===== config.mk =====
export PLATFORM = sky130hd
export DESIGN_NAME = mtt_ram
export DESIGN_NICKNAME = d
export VERILOG_FILES = /design/src/hw/rtl/mtt_ram.sv
export SDC_FILE = /design/constraint.sdc
export NUM_CORES = 1
export LEC_CHECK = 0
export ABC_CLOCK_PERIOD_IN_PS = 3720
export BUFFER_PORTS_ARGS = -buffer_cell sky130_fd_sc_hd__buf_2
export CAP_MARGIN = 20
export CELL_PAD_IN_SITES_DETAIL_PLACEMENT = 0
export CELL_PAD_IN_SITES_GLOBAL_PLACEMENT = 2
export CORE_MARGIN = 4
export CORE_UTILIZATION = 50
export DETAILED_ROUTE_END_ITERATION = 16
export HOLD_SLACK_MARGIN = 0.02
export PLACE_DENSITY = 0.92
export SYNTH_ARGS = -nofsm -noshare
export SYNTH_HDL_FRONTEND = slang
export SYNTH_SLANG_ARGS = --single-unit

===== constraint.sdc =====
create_clock -name clk -period 3.72 [get_ports clk]
set_input_delay 0.558 -clock clk [delete_from_list [all_inputs] [get_ports clk]]
set_output_delay 0.558 -clock clk [all_outputs]
set_load 0.02 [all_outputs]

===== src/hw/rtl/mtt_ram.sv =====
// Generic single write port, single read port RAM with registered read data.
module mtt_ram #(
  parameter  int WIDTH = 8,
  parameter  int DEPTH = 16,
  localparam int AW    = $clog2(DEPTH)
) (
  input  logic             clk,
  input  logic             we,
  input  logic [AW-1:0]    waddr,
  input  logic [WIDTH-1:0] wdata,
  input  logic [AW-1:0]    raddr,
  output logic [WIDTH-1:0] rdata
);

  logic [WIDTH-1:0] mem [DEPTH];

  always_ff @(posedge clk) begin
    if (we) begin
      mem[waddr] <= wdata;
    end
    rdata <= mem[raddr];
  end

endmodule


==> run_results.csv <==
group,metric,value,unit
die,start_util,51.9,%
timing,worst_pin_slew,0.965,ns
die,rows,36,
routing,drcViolationCount,0,
grt,grt_antenna_before_repair,0,
clocking,post_cts_buffers,0,
power,fin_total_pwr,3300,uW
grt,gr-usage-all-layers,17.7,%
setup_path,required,4.11,ns
flow_run,cap_violations,0,
yosys,ys_warn_count,0,
routing,met1_length,4190,um
timing,setup-violations-final,0,
routing,wl_per_cell,22.8,um
die,die-area,12000,um^2
clocking,htreeDepth,4,
clocking,post_cts_resized,0,
power,p_leak,0.00198,uW
layout,finalNetCount,287,
power,peakVddDrop,279,uV
timing,slew_violations,0,
setup_path,cp.arrival,2.31,ns
timing,fmax,520,MHz
die,die_y,109,um
clocking,hold_buffers,0,
setup_path,crit_chain,"buf_2, buf_4, mux4_1, a22oi_1, nand2_1",
yosys,synth.distinct_cells,19,
die,core,9910,um^2
routing,final_antenna_net_count,0,
grt,grt_max_degree,33,
setup_path,cpLargestDelayFamily,"buffers and inverters",
clocking,ctsLongestPathBuffers,2,
clocking,insertion_delay,0.51,ns
placed_design,gp_congestion,0.740,
layout,fill_cells,698,
setup_path,worst-path-buf-inv,2,
timing,postLayoutSetupSlackWorst,1.80,ns
die,fp.dieW,109,um
placed_design,port_buffers,25,
grt,grt_overflow,0,
placed_design,dpl_cell_area,5400,um^2
setup_path,crit_fanout,22,
outcome,status,"complete, no violations",
grt,first_global_vias,2442,
layout,syn_to_final_growth,14.7,%
yosys,avgSynthCellArea,22.5,um^2
timing,clock-skew-final,0.00696,ns
routing,drt-initial-drc-count,176,
placed_design,post-place-ws,1.22,ns
die,num_io_pins,26,
routing,routed.top_layer,"met4",
setup_path,cp-end-kind,"flop",
setup_path,crit_type,"primary input to flop",
clocking,clock-root-buffer,"clkbuf_8",
layout,final_cell_mix,"edfxtp_1 (128), buf_2 (25), mux4_2 (18), a22oi_1 (16), clkbuf_16 (16)",
yosys,netlist_area,5150,um^2
clocking,cts_buffers,17,
routing,wirelength,9450,um
yosys,synth-seq-cells,136,
grt,grt_pass1_wl,14600,um
timing,finalSetupTns,0,ns
layout,layout-drive-gt1-share,26.2,%
routing,viasPerCell,5.77,
clocking,clock_sinks,136,
timing,min_period,1.92,ns
timing,rsz0062_at_grt,"false",
routing,wl_met3,568,um
layout,final-instance-count-excl-fill,415,
layout,num_antenna_cells,0,
layout,final_common_cell,"edfxtp_1",
clocking,clk_pin_slew,0.05,ns
setup_path,worst_path_max_delay_cell,"mux4_1",
yosys,ys_seq_area_share,77.8,%
yosys,synthCells,229,
timing,hold_violations,0,
layout,final_area,5900,um^2
timing,maxSlewHeadroom,35.4,%
min_path,worstHoldPathType,"primary input to flop",
yosys,syn-num-nets,247,
placed_design,dp.cells,383,
clocking,tritoncts,"yes",
power,cellPowerDensity,558,nW/um^2
routing,first_pass_iters,4,
setup_path,worst_path_largest_cell_delay,0.59,ns
routing,route.met2.wl,4610,um
placed_design,hpwl,5960,um
timing,fin_crit_sh,51.7,%
setup_path,critPathLaunchType,"primary input",
routing,vias,2393,
## power breakdown
group,switching [uW],total (uW),internal [uW]
registers,10.6,1730,1710
logic,97.4,161,63.1
clock network,544,1410,867
## Yosys cell counts
library cell     number  area (um^2)
a22oi_1              16          120
and2_1                1         6.26
and2b_1               1         7.51
buf_2                 3         15.0
buf_4                 1         7.51
buf_6                 3         33.8
clkdlybuf4s25_2       3         30.0
dfxtp_1               8          160
edfxtp_1            128         3840
mux4_1               14          368
mux4_2               18          405
nand2_1               9         33.8
nand2b_1              2         12.5
nand3_1               1         5.00
nand3b_1              2         15.0
nor2_1               13         48.8
nor2b_1               1         6.26
nor3_1                4         20.0
or3b_2                1         8.76
## per-stage QoR
stage	util [%]	hold WS, ns
6_report	59.6	0.441
5_1_grt	59.6	0.422
4_1_cts	59.6	0.416
3_5_place_dp	54.5	0.655
3_3_place_gp	54.5	0.647
2_1_floorplan	-	0.629
## state kept, by name (all words and copies together), names as in the netlist
name   count
rdata      8
mem      128
## cell type report
type	count	area, um^2	area share, %
clock buffer	28	485	8.22
clock inverter	4	20.0	0.339
multi-input combinational	83	1060	17.9
sequential	136	4000	67.8
tap	133	166	2.82
timing repair buffer	31	170	2.88
## per-layer routing
layer,global-route usage [%],vias to the layer above
met5,0,-
met1,24.4,1241
met4,6.86,0
li1,-,1051
met2,26.9,95
met3,5.28,6
## kinds of logic after synthesis
| logic type | after synthesis | share of synthesized area, % |
|---|---|---|
| and+or+nand+nor | 35 | 3.18 |
| DFF | 136 | 77.8 |
| AOI/OAI and AO/OA | 16 | 2.33 |
| buffers and inverters | 10 | 1.68 |
| muxes | 32 | 15.0 |
## worst paths after layout
path | endpoint | startpoint | slack (ns) | depth (start not counted)
worst max register to register | rdata[7]$_DFF_P_ | mem[3][7]$_DFFE_PP_ | 2.34 | 3
worst min register to register | rdata[4]$_DFF_P_ | mem[13][4]$_DFFE_PP_ | 0.67 | 3
worst max-delay path | rdata[1]$_DFF_P_ | raddr[0] | 1.80 | 5
worst min-delay path | mem[5][4]$_DFFE_PP_ | wdata[4] | 0.44 | 1
Note: power is estimated with default switching activity, not from simulation.
