[src/hw/rtl/mtt_pkg.sv]
// Shared types and constants for the min tournament tree block.
package mtt_pkg;

  localparam int CMD_W      = 2;
  localparam int LEAF_W     = 10;
  localparam int PORT_VAL_W = 32;
  localparam int LIVE_W     = 11;

  localparam logic [LIVE_W-1:0] LIVE_MAX = '1;

  typedef enum logic [CMD_W-1:0] {
    CMD_LOAD  = 2'd0,
    CMD_RELAX = 2'd1,
    CMD_CLOSE = 2'd2
  } cmd_t;

  typedef enum logic [2:0] {
    ST_CLEAR,
    ST_IDLE,
    ST_LEAF,
    ST_WALK,
    ST_RESP
  } state_t;

endpackage

[src/hw/rtl/mtt_min_unit.sv]
// Shared min-select unit: the left operand wins only when strictly smaller.
module mtt_min_unit #(
  parameter int VALUE_BITS = 32
) (
  input  logic [VALUE_BITS-1:0]      left_val,
  input  logic [mtt_pkg::LEAF_W-1:0] left_who,
  input  logic [VALUE_BITS-1:0]      right_val,
  input  logic [mtt_pkg::LEAF_W-1:0] right_who,
  output logic [VALUE_BITS-1:0]      win_val,
  output logic [mtt_pkg::LEAF_W-1:0] win_who
);

  logic left_wins;

  assign left_wins = left_val < right_val;
  assign win_val   = left_wins ? left_val : right_val;
  assign win_who   = left_wins ? left_who : right_who;

endmodule

[config.mk]
export PLATFORM = sky130hd
export DESIGN_NAME = mtt_min_unit
export DESIGN_NICKNAME = d
export VERILOG_FILES = /design/src/hw/rtl/mtt_pkg.sv /design/src/hw/rtl/mtt_min_unit.sv
export SDC_FILE = /design/constraint.sdc
export NUM_CORES = 1
export LEC_CHECK = 0
export BUFFER_PORTS_ARGS = -buffer_cell sky130_fd_sc_hd__buf_2
export CAP_MARGIN = 20
export CORE_MARGIN = 3
export CORE_UTILIZATION = 41
export DETAILED_ROUTE_END_ITERATION = 12
export PLACE_DENSITY_LB_ADDON = 0.25
export SYNTH_ARGS = -nofsm -noshare
export SYNTH_HDL_FRONTEND = slang
export SYNTH_SLANG_ARGS = --single-unit
[constraint.sdc]
create_clock -name vclk -period 4.04
set_input_delay 0.808 -clock vclk [all_inputs]
set_output_delay 0.808 -clock vclk [all_outputs]
set_load 0.01 [all_outputs]
==> flow_summary.yaml <==
logic_synthesis:
  synth.avg_cell_area_um2: 9.32
  netlist_instances: 156
  synth-seq-area-share_pct: 0
  synthesis.area_mm2: 0.00145
  yosysWarnings: 0
  synth_nets: 271
  ys_types: 23
power_and_ir_drop:
  cell_internal_pwr_w: 0.000202
  cellPowerDensity_mw_per_mm2: 156
  combinationalPowerShare_pct: 100.0
  switching_share_pct: 42.1
  p_sw_w: 0.000147
  clock_power_share_pct: 0
  ir_drop_mv: 0.0709
  seqPwrFrac_pct: 0
  p_leak_nw: 1.42
drt:
  wire_per_inst_um: 13.0
  drtPass1Iterations: 4
  drc: 0
  via_count: 1601
  drt_iter0_drc: 21
  routed_wl_mm: 4.27
  ant_nets: 0
  via_per_inst: 4.87
cells_and_area:
  fillers: 284
  n_clock_buffer: 0
  seq_cell_count: 0
  diodes: 0
  area_growth_pct: 54.0
  drive_above_1_share_pct: 62.5
  seqCellArea_um2: 0
  final_area_mm2: 0.00224
  mostFrequentLayoutCells: "126 x buf_2, 40 x mux2_4, 31 x inv_1, 31 x ha_1, 10 x a21oi_1"
  nets: 402
  instances_no_fill: 329
  layout_commonest_cell: "buf_2"
placement:
  routabilityCongestion: 0.699
  dp.cells: 324
  placed_area_mm2: 0.00212
  dp_hpwl_mm: 3.53
  io_buffers: 126
sta:
  fmax_ghz: 0.252
  worst_pin_slew_ps: 404
  fin_crit_sh_pct: 98.3
  min_period_ps: 3970
  maxSlewHeadroom_pct: 72.8
  hold_viol: 0
  drv_slew: 0
  setup_viol: 0
  timing.hold.ws_ps: 1930
clocking:
  hold_buffers: 0
grt:
  grt_max_degree: 32
  grt_pass1_wl_mm: 6.14
  grt_usage_pct: 16.9
  antenna_found_initial: 0
  overflow: 0
  grt_pass1_vias: 1508
worst_setup_path:
  criticalPathCategory: "input pin to output pin"
  path_max_fanout: 8
  endpoint: "win_val[8]"
  required_ps: 3230
  startpoint_type: "input pin"
  crit_arrival_ps: 3160
  end_kind: "output pin"
  crit_path_start: "left_val[6]"
floorplan:
  core_mm2: 0.00320
  start_util_pct: 45.4
  die_h_um: 65.6
  dieArea_mm2: 0.00430
  rows: 20
  die_w_um: 65.6
  io_pins: 126
job:
  cap_violations: 0
hold_path:
  hold_class: "input pin to output pin"
status:
  status: "finished clean"
==> what timing repair did <==
item                                    CTS  global route
gates resized for setup                   0             5
buffers inserted                          0             1
endpoints found under the hold margin     0             0
endpoints found under the setup margin    0            42
==> metrics by stage <==
stage	total power, W	setup TNS, ps	utilization (%)	worst slack, ps
final	0.000349	0	69.9	68.7
after floorplan	0.000206	0	-	366
after global routing	0.000381	-337	69.9	-22.5
after CTS	0.000318	0	66.3	51.3
after global placement	0.000311	0	66.3	72.4
after detailed placement	0.000316	0	66.3	51.4
==> worst min-delay path by stage <==
stage / start / endpoint / slack, ps / cells after the start
final: right_who[9] / win_who[9] / 1930 / 3
after CTS: right_who[8] / win_who[8] / 1930 / 3
after floorplan: left_val[0] / win_val[0] / 1750 / 1
after detailed placement: left_who[5] / win_who[5] / 1930 / 3
after global routing: left_who[5] / win_who[5] / 1940 / 3
after global placement: right_who[9] / win_who[9] / 1930 / 3
==> cell usage after synthesis, drive strengths merged <==
| cell type | n | area (um^2) |
|---|---|---|
| or3 | 1 | 6.26 |
| o21ai | 3 | 15.0 |
| a211o | 1 | 8.76 |
| a2111oi | 1 | 15.0 |
| nor2 | 6 | 22.5 |
| a221oi | 2 | 17.5 |
| nand4 | 3 | 18.8 |
| inv | 31 | 116 |
| a21oi | 10 | 50.1 |
| nand2 | 9 | 33.8 |
| nand2b | 1 | 6.26 |
| a21o | 2 | 15.0 |
| o21a | 1 | 7.51 |
| a211oi | 2 | 27.5 |
| o31ai | 1 | 7.51 |
| mux2 | 42 | 623 |
| nand3 | 3 | 15.0 |
| buf | 4 | 45.0 |
| ha | 31 | 388 |
| and3 | 1 | 6.26 |
| and4 | 1 | 8.76 |
==> layout make-up <==
cell class,instances,area [um^2],area share [%]
repair buffers,133,768,34.3
well taps,44,55.1,2.46
multi-input cells,121,1300,58.0
inverters,31,116,5.20
==> per-layer routing <==
metal / global-route usage, % / routed length (um) / up-vias
li1: - / - / 821
met1: 19.7 / 1660 / 720
met2: 34.8 / 2350 / 60
met3: 1.03 / 259 / 0
met4: 0 / 0 / 0
met5: 0 / 0 / -
==> worst max-delay path, cell delays in order <==
cell and delay [ps]:
buf_2 110, ha_1 310, a21o_1 200, a221oi_2 270, o31ai_1 110, a211o_1 300
a211oi_4 240, buf_6 190, clkbuf_16 190, mux2_4 300, buf_2 140
==> cells by family after synthesis <==
family / count (synthesis) / synth area share (%)
buffers and inverters: 35 / 11.1
and+or+nand+nor: 25 / 8.09
adders and majority gates: 31 / 26.7
muxes: 42 / 42.9
AOI/OAI and AO/OA: 23 / 11.3
==> power by group through the flow <==
| stage | clock [W] | sequential, W | combinational, W |
|---|---|---|---|
| final | 0 | 0 | 0.000349 |
| after floorplan | 0 | 0 | 0.000206 |
| after global placement | 0 | 0 | 0.000311 |
| after detailed placement | 0 | 0 | 0.000316 |
| after CTS | 0 | 0 | 0.000318 |
| after global routing | 0 | 0 | 0.000381 |
(Power assumes the default switching activity.)
